===== src/rtl/core/mono_bitmap_row_unpad_pack_core_defines.svh =====
// Assertion macros shared by the mono bitmap row unpack/pack core.
`ifndef MONO_BITMAP_ROW_UNPAD_PACK_CORE_DEFINES_SVH
`define MONO_BITMAP_ROW_UNPAD_PACK_CORE_DEFINES_SVH

// Same-cycle implication, disabled during reset.
`define MBRUP_ASSERT_NOW(label, clk, rstn, ante, cons, msg) \
    label: assert property (@(posedge clk) disable iff (!(rstn)) (ante) |-> (cons)) \
        else $error(msg);

// Next-cycle implication, disabled during reset.
`define MBRUP_ASSERT_NEXT(label, clk, rstn, ante, cons, msg) \
    label: assert property (@(posedge clk) disable iff (!(rstn)) (ante) |=> (cons)) \
        else $error(msg);

`endif


===== src/rtl/core/mbrup_pkg.sv =====
// Shared types for the mono bitmap row unpack/pack core.
`default_nettype none

package mbrup_pkg;

    typedef struct packed {
        logic [7:0] box_width;
        logic [7:0] box_height;
    } cfg_t;

    typedef struct packed {
        logic [7:0] packed_byte;
        logic       last_byte;
    } result_t;

    typedef struct packed {
        logic    valid0;
        logic    valid1;
        result_t res0;
        result_t res1;
    } push_t;

    localparam int unsigned REG_BOX_WIDTH  = 0;
    localparam int unsigned REG_BOX_HEIGHT = 1;

    localparam logic [7:0] BOX_WIDTH_RESET  = 8'd8;
    localparam logic [7:0] BOX_HEIGHT_RESET = 8'd0;

endpackage

`default_nettype wire


===== src/rtl/core/mbrup_bit_packer.sv =====
// Row unpad and bit pack stage: counters, bit accumulator and result pair.
`default_nettype none

`include "mono_bitmap_row_unpad_pack_core_defines.svh"

module mbrup_bit_packer (
    input  wire logic            aclk,
    input  wire logic            aresetn,
    input  wire logic            in_beat,
    input  wire logic [7:0]      src_byte,
    input  wire mbrup_pkg::cfg_t cfg,
    output mbrup_pkg::push_t     push
);

    logic [7:0] bit_accum_reg, bit_accum_next;
    logic [2:0] bit_fill_reg, bit_fill_next;
    logic [4:0] col_byte_count_reg, col_byte_count_next;
    logic [7:0] row_count_reg, row_count_next;

    logic [7:0]  w_eff;
    logic [7:0]  w_m1;
    logic        end_row;
    logic [3:0]  nbits;
    logic [3:0]  total;
    logic [15:0] combined;
    logic        full;
    logic [7:0]  full_byte;
    logic [2:0]  fill_new;
    logic [7:0]  accum_new;
    logic [7:0]  flush_byte;
    logic        glyph_end;
    logic        flush;
    logic        active;

    always_comb begin
        w_eff     = (cfg.box_width == 8'd0) ? 8'd1 : cfg.box_width;
        w_m1      = w_eff - 8'd1;
        end_row   = (col_byte_count_reg >= w_m1[7:3]);
        nbits     = end_row ? ({1'b0, w_m1[2:0]} + 4'd1) : 4'd8;
        total     = {1'b0, bit_fill_reg} + nbits;
        combined  = ({8'd0, bit_accum_reg} << nbits)
                  | {8'd0, (src_byte >> (4'd8 - nbits))};
        full      = total[3];
        full_byte = 8'(combined >> total[2:0]);
        fill_new  = total[2:0];
        accum_new = combined[7:0] & ((8'd1 << fill_new) - 8'd1);
        flush_byte = accum_new << (3'd0 - fill_new);
        glyph_end = end_row && (row_count_reg >= (cfg.box_height - 8'd1));
        flush     = glyph_end && (fill_new != 3'd0);
        active    = in_beat && (cfg.box_height != 8'd0);
    end

    always_comb begin
        push.valid0           = active && (full || flush);
        push.valid1           = active && full && flush;
        push.res0.packed_byte = full ? full_byte : flush_byte;
        push.res0.last_byte   = full ? (glyph_end && !flush) : 1'b1;
        push.res1.packed_byte = flush_byte;
        push.res1.last_byte   = 1'b1;
    end

    always_comb begin
        bit_accum_next      = bit_accum_reg;
        bit_fill_next       = bit_fill_reg;
        col_byte_count_next = col_byte_count_reg;
        row_count_next      = row_count_reg;
        if (active) begin
            if (glyph_end) begin
                bit_accum_next      = 8'd0;
                bit_fill_next       = 3'd0;
                col_byte_count_next = 5'd0;
                row_count_next      = 8'd0;
            end else begin
                bit_accum_next = accum_new;
                bit_fill_next  = fill_new;
                if (end_row) begin
                    col_byte_count_next = 5'd0;
                    row_count_next      = row_count_reg + 8'd1;
                end else begin
                    col_byte_count_next = col_byte_count_reg + 5'd1;
                end
            end
        end
    end

    always_ff @(posedge aclk) begin
        if (!aresetn) begin
            bit_accum_reg      <= 8'd0;
            bit_fill_reg       <= 3'd0;
            col_byte_count_reg <= 5'd0;
            row_count_reg      <= 8'd0;
        end else begin
            bit_accum_reg      <= bit_accum_next;
            bit_fill_reg       <= bit_fill_next;
            col_byte_count_reg <= col_byte_count_next;
            row_count_reg      <= row_count_next;
        end
    end

    `MBRUP_ASSERT_NEXT(a_glyph_end_clears, aclk, aresetn, active && glyph_end, (bit_fill_reg == 3'd0) && (row_count_reg == 8'd0) && (col_byte_count_reg == 5'd0), "state not cleared after glyph end")
    `MBRUP_ASSERT_NOW(a_accum_clean, aclk, aresetn, 1'b1, (bit_accum_reg >> bit_fill_reg) == 8'd0, "stale bits above fill level")
    `MBRUP_ASSERT_NOW(a_pair_last, aclk, aresetn, push.valid1, push.res1.last_byte && !push.res0.last_byte, "last flag on wrong beat")

endmodule

`default_nettype wire


===== src/rtl/core/mbrup_out_queue.sv =====
// Result queue: takes up to two results a cycle, hands out one beat a cycle while out_ready is high.
`default_nettype none

`include "mono_bitmap_row_unpad_pack_core_defines.svh"

module mbrup_out_queue #(
    parameter int unsigned QUEUE_DEPTH = 4
) (
    input  wire logic               aclk,
    input  wire logic               aresetn,
    input  wire mbrup_pkg::push_t   push,
    output logic                    space_ok,
    output logic                    out_valid,
    input  wire logic               out_ready,
    output mbrup_pkg::result_t      out_res
);

    localparam int unsigned PTR_W = $clog2(QUEUE_DEPTH);
    localparam int unsigned CNT_W = $clog2(QUEUE_DEPTH + 1);
    localparam logic [PTR_W-1:0] PTR_LAST = PTR_W'(QUEUE_DEPTH - 1);

    mbrup_pkg::result_t entry_reg [QUEUE_DEPTH];

    logic [PTR_W-1:0] wr_ptr_reg, wr_ptr_next;
    logic [PTR_W-1:0] rd_ptr_reg, rd_ptr_next;
    logic [CNT_W-1:0] count_reg, count_next;
    logic [PTR_W-1:0] wr_ptr_plus1;
    logic             pop;

    function automatic logic [PTR_W-1:0] ptr_inc(input logic [PTR_W-1:0] p);
        ptr_inc = (p == PTR_LAST) ? '0 : p + PTR_W'(1);
    endfunction

    always_comb begin
        wr_ptr_plus1 = ptr_inc(wr_ptr_reg);
        pop          = (count_reg != '0) && out_ready;
        out_valid    = (count_reg != '0);
        out_res      = entry_reg[rd_ptr_reg];
        space_ok     = (count_reg <= CNT_W'(QUEUE_DEPTH - 2));
        count_next   = count_reg - CNT_W'(pop) + CNT_W'(push.valid0) + CNT_W'(push.valid1);
        rd_ptr_next  = pop ? ptr_inc(rd_ptr_reg) : rd_ptr_reg;
        if (push.valid1) begin
            wr_ptr_next = ptr_inc(wr_ptr_plus1);
        end else if (push.valid0) begin
            wr_ptr_next = wr_ptr_plus1;
        end else begin
            wr_ptr_next = wr_ptr_reg;
        end
    end

    always_ff @(posedge aclk) begin
        if (push.valid0) begin
            entry_reg[wr_ptr_reg] <= push.res0;
        end
        if (push.valid1) begin
            entry_reg[wr_ptr_plus1] <= push.res1;
        end
    end

    always_ff @(posedge aclk) begin
        if (!aresetn) begin
            wr_ptr_reg <= '0;
            rd_ptr_reg <= '0;
            count_reg  <= '0;
        end else begin
            wr_ptr_reg <= wr_ptr_next;
            rd_ptr_reg <= rd_ptr_next;
            count_reg  <= count_next;
        end
    end

    `MBRUP_ASSERT_NOW(a_push_has_room, aclk, aresetn, push.valid0, count_reg <= CNT_W'(QUEUE_DEPTH - 2), "push into full queue")
    `MBRUP_ASSERT_NOW(a_count_bound, aclk, aresetn, 1'b1, count_reg <= CNT_W'(QUEUE_DEPTH), "queue count overflow")
    `MBRUP_ASSERT_NOW(a_pair_order, aclk, aresetn, push.valid1, push.valid0, "second result without first")

endmodule

`default_nettype wire


===== src/rtl/core/mono_bitmap_row_unpad_pack_core.sv =====
// Top level of the mono bitmap row unpack/pack core: config registers and datapath.
//
//  channel   dir  handshake           payload
//  s_*       in   s_tvalid/s_tready   s_tdata = src_byte
//  m_*       out  m_tvalid/m_tready   m_tdata = packed_byte, m_tlast = last_byte
//  apb       in   psel/penable        box_width @0x0, box_height @0x4
//
// One source beat per cycle while s_tready is high; results are written into the result queue before they reach m_*.
// A glyph end can yield two result beats from one source beat; the result queue absorbs it.
// s_tready drops when the queue has fewer than two free entries.
// aresetn is synchronous, active low; box_width resets to 8, box_height to 0.
`default_nettype none

module mono_bitmap_row_unpad_pack_core #(
    parameter int unsigned QUEUE_DEPTH = 4
) (
    input  wire logic        aclk,
    input  wire logic        aresetn,
    input  wire logic        s_tvalid,
    output logic             s_tready,
    input  wire logic [7:0]  s_tdata,   // [7:0] src_byte
    output logic             m_tvalid,
    input  wire logic        m_tready,
    output logic [7:0]       m_tdata,   // [7:0] packed_byte
    output logic             m_tlast,
    input  wire logic        psel,
    input  wire logic        penable,
    input  wire logic        pwrite,
    input  wire logic [2:0]  paddr,
    input  wire logic [31:0] pwdata,
    output logic [31:0]      prdata,
    output logic             pready
);

    mbrup_pkg::cfg_t    cfg_reg, cfg_next;
    mbrup_pkg::push_t   push;
    mbrup_pkg::result_t out_res;
    logic               space_ok;
    logic               in_beat;
    logic               wr_en;
    logic               reg_sel;

    assign pready   = 1'b1;
    assign reg_sel  = paddr[2];
    assign wr_en    = psel && penable && pwrite && pready;
    assign s_tready = space_ok;
    assign in_beat  = s_tvalid && s_tready;
    assign m_tdata  = out_res.packed_byte;
    assign m_tlast  = out_res.last_byte;

    always_comb begin
        cfg_next = cfg_reg;
        if (wr_en) begin
            if (reg_sel == 1'(mbrup_pkg::REG_BOX_HEIGHT)) begin
                cfg_next.box_height = pwdata[7:0];
            end else begin
                cfg_next.box_width = pwdata[7:0];
            end
        end
        if (reg_sel == 1'(mbrup_pkg::REG_BOX_HEIGHT)) begin
            prdata = {24'd0, cfg_reg.box_height};
        end else begin
            prdata = {24'd0, cfg_reg.box_width};
        end
    end

    always_ff @(posedge aclk) begin
        if (!aresetn) begin
            cfg_reg.box_width  <= mbrup_pkg::BOX_WIDTH_RESET;
            cfg_reg.box_height <= mbrup_pkg::BOX_HEIGHT_RESET;
        end else begin
            cfg_reg <= cfg_next;
        end
    end

    mbrup_bit_packer u_packer (
        .aclk     (aclk),
        .aresetn  (aresetn),
        .in_beat  (in_beat),
        .src_byte (s_tdata),
        .cfg      (cfg_reg),
        .push     (push)
    );

    mbrup_out_queue #(
        .QUEUE_DEPTH (QUEUE_DEPTH)
    ) u_queue (
        .aclk      (aclk),
        .aresetn   (aresetn),
        .push      (push),
        .space_ok  (space_ok),
        .out_valid (m_tvalid),
        .out_ready (m_tready),
        .out_res   (out_res)
    );

endmodule

`default_nettype wire


===== config.mk =====
export PLATFORM = sky130hd
export DESIGN_NAME = mono_bitmap_row_unpad_pack_core
export DESIGN_NICKNAME = d
export VERILOG_FILES = /design/src/rtl/core/mbrup_pkg.sv /design/src/rtl/core/mbrup_bit_packer.sv /design/src/rtl/core/mbrup_out_queue.sv /design/src/rtl/core/mono_bitmap_row_unpad_pack_core.sv
export VERILOG_INCLUDE_DIRS = /design/src /design/src/rtl/core
export SDC_FILE = /design/constraint.sdc
export NUM_CORES = 1
export LEC_CHECK = 0
export BUFFER_PORTS_ARGS = -buffer_cell sky130_fd_sc_hd__buf_4
export CORE_MARGIN = 2
export CORE_UTILIZATION = 60
export CTS_CLUSTER_SIZE = 10
export DETAILED_ROUTE_END_ITERATION = 16
export GPL_TIMING_DRIVEN = 1
export PLACE_DENSITY = 0.88
export SETUP_SLACK_MARGIN = 0.2
export SLEW_MARGIN = 20
export SYNTH_ARGS = -nofsm -noshare
export SYNTH_HDL_FRONTEND = slang
export SYNTH_HIERARCHICAL = 1
export SYNTH_SLANG_ARGS = --single-unit

===== constraint.sdc =====
create_clock -name aclk -period 9 [get_ports aclk]
set_input_delay 1.35 -clock aclk [delete_from_list [all_inputs] [get_ports aclk]]
set_output_delay 1.35 -clock aclk [all_outputs]
set_load 0.005 [all_outputs]

==> impl_metrics.toml, run 1 <==
[synthesis]
synth_edf_count = 36
yosysTopAreaCellShare_pct = 14.5
synth_most_common_cell = "nand2_1"
synth-seq-area-share_pct = 27.6
yosysUniqueCellTypes = 98
synth_warnings = 6
synthFlopType = "dfxtp_1"
avgSynthCellArea_um2 = 9.13
synthCells = 818
ys_ff_latch = 85
netlist_area_um2 = 7470
synth_common_cells = "nand2_1 (97), nor2_1 (64), dfxtp_1 (49), edfxtp_1 (36), mux2_4 (36)"
ys_async_sr_fraction_pct = 0
yosysTopAreaCell = "edfxtp_1"
synth_area_leaders = "edfxtp_1 (14%), dfxtp_1 (13%), mux2_4 (7.2%), ha_1 (5.4%), nand2_1 (4.9%)"

[setup_path]
crit_family = "adder cells"
crit_type = "flip-flop to flip-flop"
cp_max_fo = 14
crit_arrival_ns = 7.35
crit_chain = "nor4_4 > a21o_2 > inv_2 > ha_1 > nand2_1 > xor2_1 > ha_1 > nand2_1 > o21ai_0 > a21oi_1 > inv_1 > ha_1 > xnor2_2 > ha_1 > inv_1 > ha_1 > nor2_1 > a21oi_1 > nand2_1 > a22oi_1 > a32oi_2 > mux2_1 > mux2_4"
slowest_delay_ns = 0.60
cp_data_required_time_ns = 9.09
path_buf_inv = 3
endpoint_kind = "flip-flop"
critPathLaunchType = "flip-flop"
crit_slowest_cell = "ha_1"
critPathMostFrequentCell = "ha_1"

[sta]
setup_slack_ns = 1.75
max_slew.worst_pin.slew_ns = 0.840
rsz0062_at_grt = "no"
drv_slew = 0
fmax_ghz = 0.138
hold_viol = 0
relSlewSlack_pct = 43.6
period_share_pct = 80.6
fin_crit_ns = 7.25
setup_violations = 0
skew_ns = 0.0134
tns_ns = 0
hold_ws_ns = 0.473

[cells_and_area]
drive_above_1_share_pct = 20.1
antenna_cells = 0
largest_reg_flops = 36
areaGrowthSynthToFinish_pct = 7.52
final_util_pct = 66.6
fin_nets = 913

[clock_network]
cts.sinks = 85
hold_buffers = 0
htree_levels = 3
cts_setup_buffers = 0
clock_latency_ns = 0.35
cts_tree = "built"
cts_resized = 0
clkTransAtPathRegs_ns = 0.06
cts.path.max_buffers = 2
root_buffer = "clkbuf_16"
cts_buffers = 9

[global_routing]
grt_max_degree = 50
first_global_vias = 5979
grt_use_total_pct = 28.7
antenna_found_initial = 0
grt_pass1_wl_mm = 30.4
grt-ovfl-total = 0

[run]
cap_violations = 0

[floorplanning]
coreArea_um2 = 12100
initial_core_util_pct = 61.9
die_y_um = 116
ioPinCount = 94
rows = 40
fp.dieW_um = 116
fp.dieArea_um2 = 13400

[placement]
globalplace.congestion = 0.959
port_buffers = 42
hpwl_mm = 13.3
place_ws_ns = 2.07

[routing]
drt_iter0_drc = 937
dr_total_vias = 6489
drc_errors = 0
wire_per_inst_um = 18.8
firstDrtPassIters = 7
avgViaCountPerCell = 6.48
ant_nets = 0
drt-total-wl_mm = 18.8

[power]
power.leakage_uw = 0.00326
powerDensity_nw_per_um2 = 159
ir_drop_mv = 0.184
power.total_uw = 1280

[hold_path]
hold_class = "flip-flop to flip-flop"

[outcome]
status = "finished clean"
-- metal layers --
metal / wire length (µm) / GRT usage (%) / vias up
met5: 0 / 0 / -
met4: 561 / 10.7 / 0
met3: 1840 / 5.54 / 71
met2: 8680 / 45.6 / 390
met1: 7740 / 39.1 / 3009
li1: - / - / 3019
-- final cells by class --
type	instances	area, µm²
clock buffer	9	225
timing repair buffer	52	390
inverter	26	97.6
multi-input combinational	655	4960
sequential	85	2060
fill	965	4030
tap	168	210
clock inverter	7	81.3
-- final timing paths --
check | start | to | slack, ns | depth (start not counted)
max | cfg_reg[11]$_SDFFE_PN1P_ | u_queue/entry_reg[1][8]$_DFFE_PP_ | 1.75 | 23
min | u_packer/bit_fill_reg[0]$_SDFFE_PN0P_ | u_packer/bit_fill_reg[0]$_SDFFE_PN0P_ | 0.47 | 2
max reg2reg | cfg_reg[11]$_SDFFE_PN1P_ | u_queue/entry_reg[1][8]$_DFFE_PP_ | 1.75 | 23
min reg2reg | u_packer/bit_fill_reg[0]$_SDFFE_PN0P_ | u_packer/bit_fill_reg[0]$_SDFFE_PN0P_ | 0.47 | 2
-- logic make-up after synthesis --
group	count (synthesis)	synth area share, %
other cells	3	0.151
compound gates	208	20.9
fa+ha+maj	35	6.03
xor+xnor	31	3.74
mux	88	16.1
flops	85	27.6
buf+inv	101	7.34
simple gates	267	18.1
-- cell usage in the layout (no fill, tap or decap), types with 13 or more instances in the layout --
cell / Yosys / final
nand3_1: 22 / 22
o211ai_1: 13 / 13
mux2i_1: 29 / 29
buf_4: 27 / 52
ha_1: 32 / 32
dfxtp_1: 49 / 49
edfxtp_1: 36 / 36
nand2_1: 97 / 97
nor3_1: 20 / 19
xnor2_1: 17 / 16
a21oi_1: 32 / 32
nor2_1: 64 / 64
inv_1: 23 / 23
xor2_1: 13 / 13
mux2_4: 36 / 36
o21ai_0: 28 / 28
conb_1: 3 / 26
-- where the power goes --
group	leakage, µW	switching, µW	internal [µW]
logic	0.00239	219	213
clock network	0.000147	166	218
registers	0.000724	27.6	433
total	0.00326	413	864
-- metrics by stage --
| step | cell area (µm²) | cells |
|---|---|---|
| floorplan | 7550 | 841 |
| CTS | 8020 | 1002 |
| global placement | 7710 | 986 |
| finish | 8030 | 1002 |
| global route | 8030 | 1002 |
| detailed placement | 7710 | 986 |
-- tightest hold or removal path: stages, from the launching register on --
cell	delay, ns
dfxtp_1	0.31
nand2_1	0.05
a21boi_0	0.07
(Power assumes the default switching activity.)
==> run 2: changes to the inputs <==
--- a/config.mk
+++ b/config.mk
@@ -6,13 +6,14 @@
 export SDC_FILE = /design/constraint.sdc
 export NUM_CORES = 1
 export LEC_CHECK = 0
+export ABC_AREA = 1
 export BUFFER_PORTS_ARGS = -buffer_cell sky130_fd_sc_hd__buf_4
 export CORE_MARGIN = 2
-export CORE_UTILIZATION = 60
+export CORE_UTILIZATION = 54
 export CTS_CLUSTER_SIZE = 10
 export DETAILED_ROUTE_END_ITERATION = 16
 export GPL_TIMING_DRIVEN = 1
-export PLACE_DENSITY = 0.88
+export PLACE_DENSITY = 0.84
 export SETUP_SLACK_MARGIN = 0.2
 export SLEW_MARGIN = 20
 export SYNTH_ARGS = -nofsm -noshare
==> constraint.sdc (replaced) <==
create_clock -name aclk -period 6.08 [get_ports aclk]
set_input_delay 0.912 -clock aclk [delete_from_list [all_inputs] [get_ports aclk]]
set_output_delay 0.912 -clock aclk [all_outputs]
set_load 0.005 [all_outputs]
==> impl_metrics.toml, run 2 <==
[synthesis]
ys_ff_latch = 85
synth_common_cells = "nand2_1 (313), nand3_1 (160), nor2_1 (92), inv_1 (91), dfxtp_1 (49)"
ys_async_sr_fraction_pct = 0
synth-seq-area-share_pct = 29.3
yosysTopAreaCellShare_pct = 16.7
synthFlopType = "dfxtp_1"
synth_warnings = 6
synth_most_common_cell = "nand2_1"
synth_edf_count = 36
synthCells = 1042
yosysUniqueCellTypes = 45
synth_area_leaders = "nand2_1 (17%), edfxtp_1 (15%), dfxtp_1 (14%), nand3_1 (11%), ha_1 (5.7%)"
netlist_area_um2 = 7050
yosysTopAreaCell = "nand2_1"
avgSynthCellArea_um2 = 6.76

[placement]
port_buffers = 42
place_inst = 1231
hpwl_mm = 12.2
place_ws_ns = 0.368
globalplace.congestion = 0.973

[clock_network]
clock_latency_ns = 0.35
cts.path.max_buffers = 2
root_buffer = "clkbuf_16"
htree_levels = 3
clkTransAtPathRegs_ns = 0.06
hold_buffers = 0
cts_buffers = 9
cts.sinks = 85
cts_tree = "built"

[hold_path]
hold_path_startpoint = "u_packer/bit_accum_reg[1]$_SDFFE_PN0P_"
hold_class = "flip-flop to flip-flop"

[floorplanning]
initial_core_util_pct = 55.6
fp.dieArea_um2 = 14000
coreArea_um2 = 12700
fp.dieW_um = 118
die_y_um = 118
rows = 41
ioPinCount = 94

[sta]
setup_slack_ns = 0.657
fmax_ghz = 0.184
setup_violations = 0
rsz0062_at_grt = "no"
skew_ns = 0.00903
max_slew.worst_pin.slew_ns = 0.858
drv_slew = 0
period_share_pct = 89.2
tns_ns = 0
relSlewSlack_pct = 42.8
fin_crit_ns = 5.42
hold_viol = 0

[routing]
drt-total-wl_mm = 16.9
drc_errors = 0
wire_per_inst_um = 13.5
ant_nets = 0
avgViaCountPerCell = 5.43
dr_total_vias = 6781
drt_iter0_drc = 590
firstDrtPassIters = 6

[power]
power.total_uw = 2170
switching_share_pct = 38.1
comb_power_share_pct = 40.2
intPower_uw = 1350
p_clk_share_pct = 27.5
netSwitchingPower_uw = 828
p_seq_share_pct = 32.2
power.leakage_uw = 0.00363
powerDensity_nw_per_um2 = 283
ir_drop_mv = 0.166

[global_routing]
first_global_vias = 6207
grt_use_total_pct = 24.6
grt-ovfl-total = 0
grt_pass1_wl_mm = 28.7
antenna_found_initial = 0
grt_max_degree = 27

[cells_and_area]
antenna_cells = 0
fill_cells = 1169
areaGrowthSynthToFinish_pct = 8.91
largest_reg_flops = 36
drive_above_1_share_pct = 14.3
fin_nets = 1155
layout_commonest_cell = "nand2_1"
layout_common_cells = "nand2_1 (313), nand3_1 (160), nor2_1 (91)"
stdcell_count = 1248

[run]
cap_violations = 0

[setup_path]
critPathMostFrequentCell = "nand2_1"
crit_arrival_ns = 5.66
crit_type = "flip-flop to flip-flop"
cp_max_fo = 18
critPathLaunchType = "flip-flop"
crit_slowest_cell = "dfxtp_1"
endpoint_kind = "flip-flop"
timing.rr.start = "cfg_reg[14]$_SDFFE_PN0P_"
slowest_delay_ns = 0.47
cp_data_required_time_ns = 6.32
startpoint = "cfg_reg[14]$_SDFFE_PN0P_"

[outcome]
status = "finished clean"
run 2: cell types whose count changed in the layout (fill, tap and decap cells not counted), moves of 12 or more:
cell and delta:
nor2_1 +27, nor3_1 -15, o21ai_2 +38, nand2_1 +216
mux2_4 -36, inv_1 +67, mux2i_1 -29, nand3_1 +138
xnor2_1 -13, o211ai_1 -12
run 2: cells by family (layout without fill, tap and decap cells):
kind of cell / Yosys count / after routing / synth area share [%]
other: 3 / 26 / 0.160
adders and majority gates: 34 / 34 / 6.25
AOI/OAI and AO/OA: 118 / 118 / 11.0
buffers and inverters: 161 / 172 / 11.6
and+or+nand+nor: 623 / 623 / 39.5
DFF: 85 / 85 / 29.3
xor gates and xnor gates: 18 / 18 / 2.24
run 2: final timing paths:
kind	end	depth (start not counted)	slack [ns]
worst min register to register	u_packer/bit_accum_reg[1]$_SDFFE_PN0P_	2	0.47
worst max register to register	u_queue/count_reg[2]$_SDFF_PN0_	32	0.66
worst max-delay path	u_queue/count_reg[2]$_SDFF_PN0_	32	0.66
worst min-delay path	u_packer/bit_accum_reg[1]$_SDFFE_PN0P_	2	0.47
run 2: worst max-delay path, delay by kind of cell (launching register included):
family / cells / cell delay (ns)
fa+ha+maj: 6 / 1.77
xor+xnor: 1 / 0.15
buf+inv: 6 / 0.57
simple gates: 14 / 1.61
compound gates: 5 / 0.72
flops: 1 / 0.47
run 2: layout make-up:
type	instances	area [µm²]	share of cell area (%)
inverter	100	378	4.92
clock buffer	9	225	2.93
multi-input combinational	819	4270	55.6
sequential	85	2070	26.9
tap	172	215	2.80
timing repair buffer	56	420	5.48
clock inverter	7	97.6	1.27
run 2: layer usage:
metal | vias up | wire, µm | track usage [%]
li1 | 3422 | - | -
met1 | 3050 | 7120 | 31.3
met2 | 264 | 8330 | 42.0
met3 | 45 | 1020 | 3.57
met4 | 0 | 425 | 9.56
met5 | - | 0 | 0
run 2: repair_timing:
item                       4_1_cts  5_1_grt
setup endpoints to repair        0       26
buffers inserted                 0        1
resized for setup                0        8
run 2: per-stage QoR:
stage	hold WS, ns	utilization (%)	area (µm²)
6_report	0.467	60.6	7680
2_1_floorplan	0.445	-	7130
5_1_grt	0.487	60.6	7680
3_5_place_dp	0.457	57.8	7320
3_3_place_gp	0.457	57.8	7320
4_1_cts	0.467	60.4	7650
run 2: power groups by stage:
stage	combinational (µW)	clock (µW)	sequential (µW)
after floorplan	658	0	691
after global placement	828	0	710
after detailed placement	856	0	713
after CTS	864	607	700
after global routing	984	629	706
final	875	599	701
==> run 3: changes to the inputs <==
--- a/config.mk
+++ b/config.mk
@@ -8,12 +8,14 @@
 export LEC_CHECK = 0
 export ABC_AREA = 1
 export BUFFER_PORTS_ARGS = -buffer_cell sky130_fd_sc_hd__buf_4
+export CELL_PAD_IN_SITES_DETAIL_PLACEMENT = 1
+export CELL_PAD_IN_SITES_GLOBAL_PLACEMENT = 2
 export CORE_MARGIN = 2
-export CORE_UTILIZATION = 54
+export CORE_UTILIZATION = 29
 export CTS_CLUSTER_SIZE = 10
 export DETAILED_ROUTE_END_ITERATION = 16
 export GPL_TIMING_DRIVEN = 1
-export PLACE_DENSITY = 0.84
+export PLACE_DENSITY = 0.82
 export SETUP_SLACK_MARGIN = 0.2
 export SLEW_MARGIN = 20
 export SYNTH_ARGS = -nofsm -noshare
==> impl_metrics.toml, run 3 (synthesized netlist as in run 2, its figures left out) <==
[cells_and_area]
regArea_um2 = 2060
multi_input_area_um2 = 4290
drive_above_1_share_pct = 14.4
antenna_cells = 0
layout_commonest_cell = "nand2_1"
fill_cells = 3138
areaGrowthSynthToFinish_pct = 11.4
largest_reg_flops = 36
fin_nets = 1155
layout_common_cells = "nand2_1 (313), nand3_1 (160), inv_1 (90), nor2_1 (90), buf_4 (56)"
final_util_pct = 32.6

[sta]
skew_ns = 0.0113
tns_ns = 0
max_slew.worst_pin.slew_ns = 0.995
hold_viol = 0
period_share_pct = 86.2
fin_crit_ns = 5.24
fmax_ghz = 0.191
setup_violations = 0
relSlewSlack_pct = 33.7
drv_slew = 0
rsz0062_at_grt = "no"

[global_routing]
grt_max_degree = 27
antenna_found_initial = 0
grt-ovfl-total = 0
grt_pass1_wl_mm = 34.3
first_global_vias = 6904
grt_use_total_pct = 16.4

[placement]
hpwl_mm = 15.7
port_buffers = 42
globalplace.congestion = 0.840

[floorplanning]
coreArea_um2 = 24100
fp.dieArea_um2 = 25600
ioPinCount = 94
die_y_um = 160
initial_core_util_pct = 29.2
rows = 57
fp.dieW_um = 160

[clock_network]
cts_resized = 0
htree_levels = 3
clkTransAtPathRegs_ns = 0.07
clock_latency_ns = 0.35
cts.sinks = 85
cts_buffers = 9
hold_buffers = 0
cts_setup_buffers = 0
cts.path.max_buffers = 2
cts_tree = "built"
root_buffer = "clkbuf_16"

[setup_path]
crit_slowest_cell = "dfxtp_1"
crit_arrival_ns = 5.35
cp_data_required_time_ns = 6.19
critPathMostFrequentCell = "nand2_1"
critPathLaunchType = "flip-flop"
crit_type = "flip-flop to flip-flop"
slowest_delay_ns = 0.40
endpoint_kind = "flip-flop"
cp_max_fo = 15

[routing]
dr_total_vias = 6693
wire_per_inst_um = 14.6
drt-total-wl_mm = 20.4
firstDrtPassIters = 4
drt_iter0_drc = 329
drc_errors = 0
avgViaCountPerCell = 4.78
ant_nets = 0

[outcome]
status = "finished clean"

[run]
cap_violations = 0

[power]
power.leakage_uw = 0.00363
powerDensity_nw_per_um2 = 274
ir_drop_mv = 0.137

[hold_path]
hold_class = "flip-flop to flip-flop"
## run 3: layout make-up
| cell class | instances | share of cell area [%] |
|---|---|---|
| sequential | 85 | 26.3 |
| clock buffer | 9 | 2.87 |
| inverter | 100 | 4.81 |
| timing repair buffer | 56 | 5.35 |
| clock inverter | 7 | 0.940 |
| multi-input combinational | 819 | 54.6 |
| tap | 324 | 5.16 |
## run 3: final timing paths
kind | startpoint | end | slack [ns] | depth (start not counted)
min reg2reg | u_packer/bit_accum_reg[7]$_SDFFE_PN0P_ | u_packer/bit_accum_reg[7]$_SDFFE_PN0P_ | 0.47 | 2
max reg2reg | cfg_reg[12]$_SDFFE_PN0P_ | u_queue/entry_reg[1][6]$_DFFE_PP_ | 0.84 | 33
min | u_packer/bit_accum_reg[7]$_SDFFE_PN0P_ | u_packer/bit_accum_reg[7]$_SDFFE_PN0P_ | 0.47 | 2
max | cfg_reg[12]$_SDFFE_PN0P_ | u_queue/entry_reg[1][6]$_DFFE_PP_ | 0.84 | 33
## run 3: power breakdown
group | switching [µW] | total [µW] | internal (µW) | leakage (µW)
clock network | 267 | 558 | 291 | 0.000147
registers | 38.7 | 699 | 660 | 0.000727
logic | 574 | 897 | 322 | 0.00275
## run 3: per-stage QoR
step           total power (µW)  std cells  hold slack [ns]  setup slack [ns]  cell area (µm²)
5_1_grt                    2330       1400            0.505             0.199             7850
3_3_place_gp               1590       1384            0.457             0.439             7520
4_1_cts                    2180       1400            0.476             0.307             7820
2_1_floorplan              1350       1065            0.445             0.335             7130
6_report                   2150       1400            0.474             0.837             7850
3_5_place_dp               1610       1384            0.464             0.335             7520
## run 3: critical path, delay by kind of cell (launching register included)
family                     cells  cell delay, ns
and+or+nand+nor               20            2.12
adders and majority gates      4            1.12
buffers and inverters          7            1.08
DFF                            1            0.40
xor gates and xnor gates       1            0.18
AOI/OAI and AO/OA              1            0.09
## run 3: metal layers
metal  part of all wire, %  global-route usage [%]
met1                    45                    20.2
met2                    51                    30.2
met3                   2.5                    2.34
met4                   1.2                    4.01
met5                     0                       0
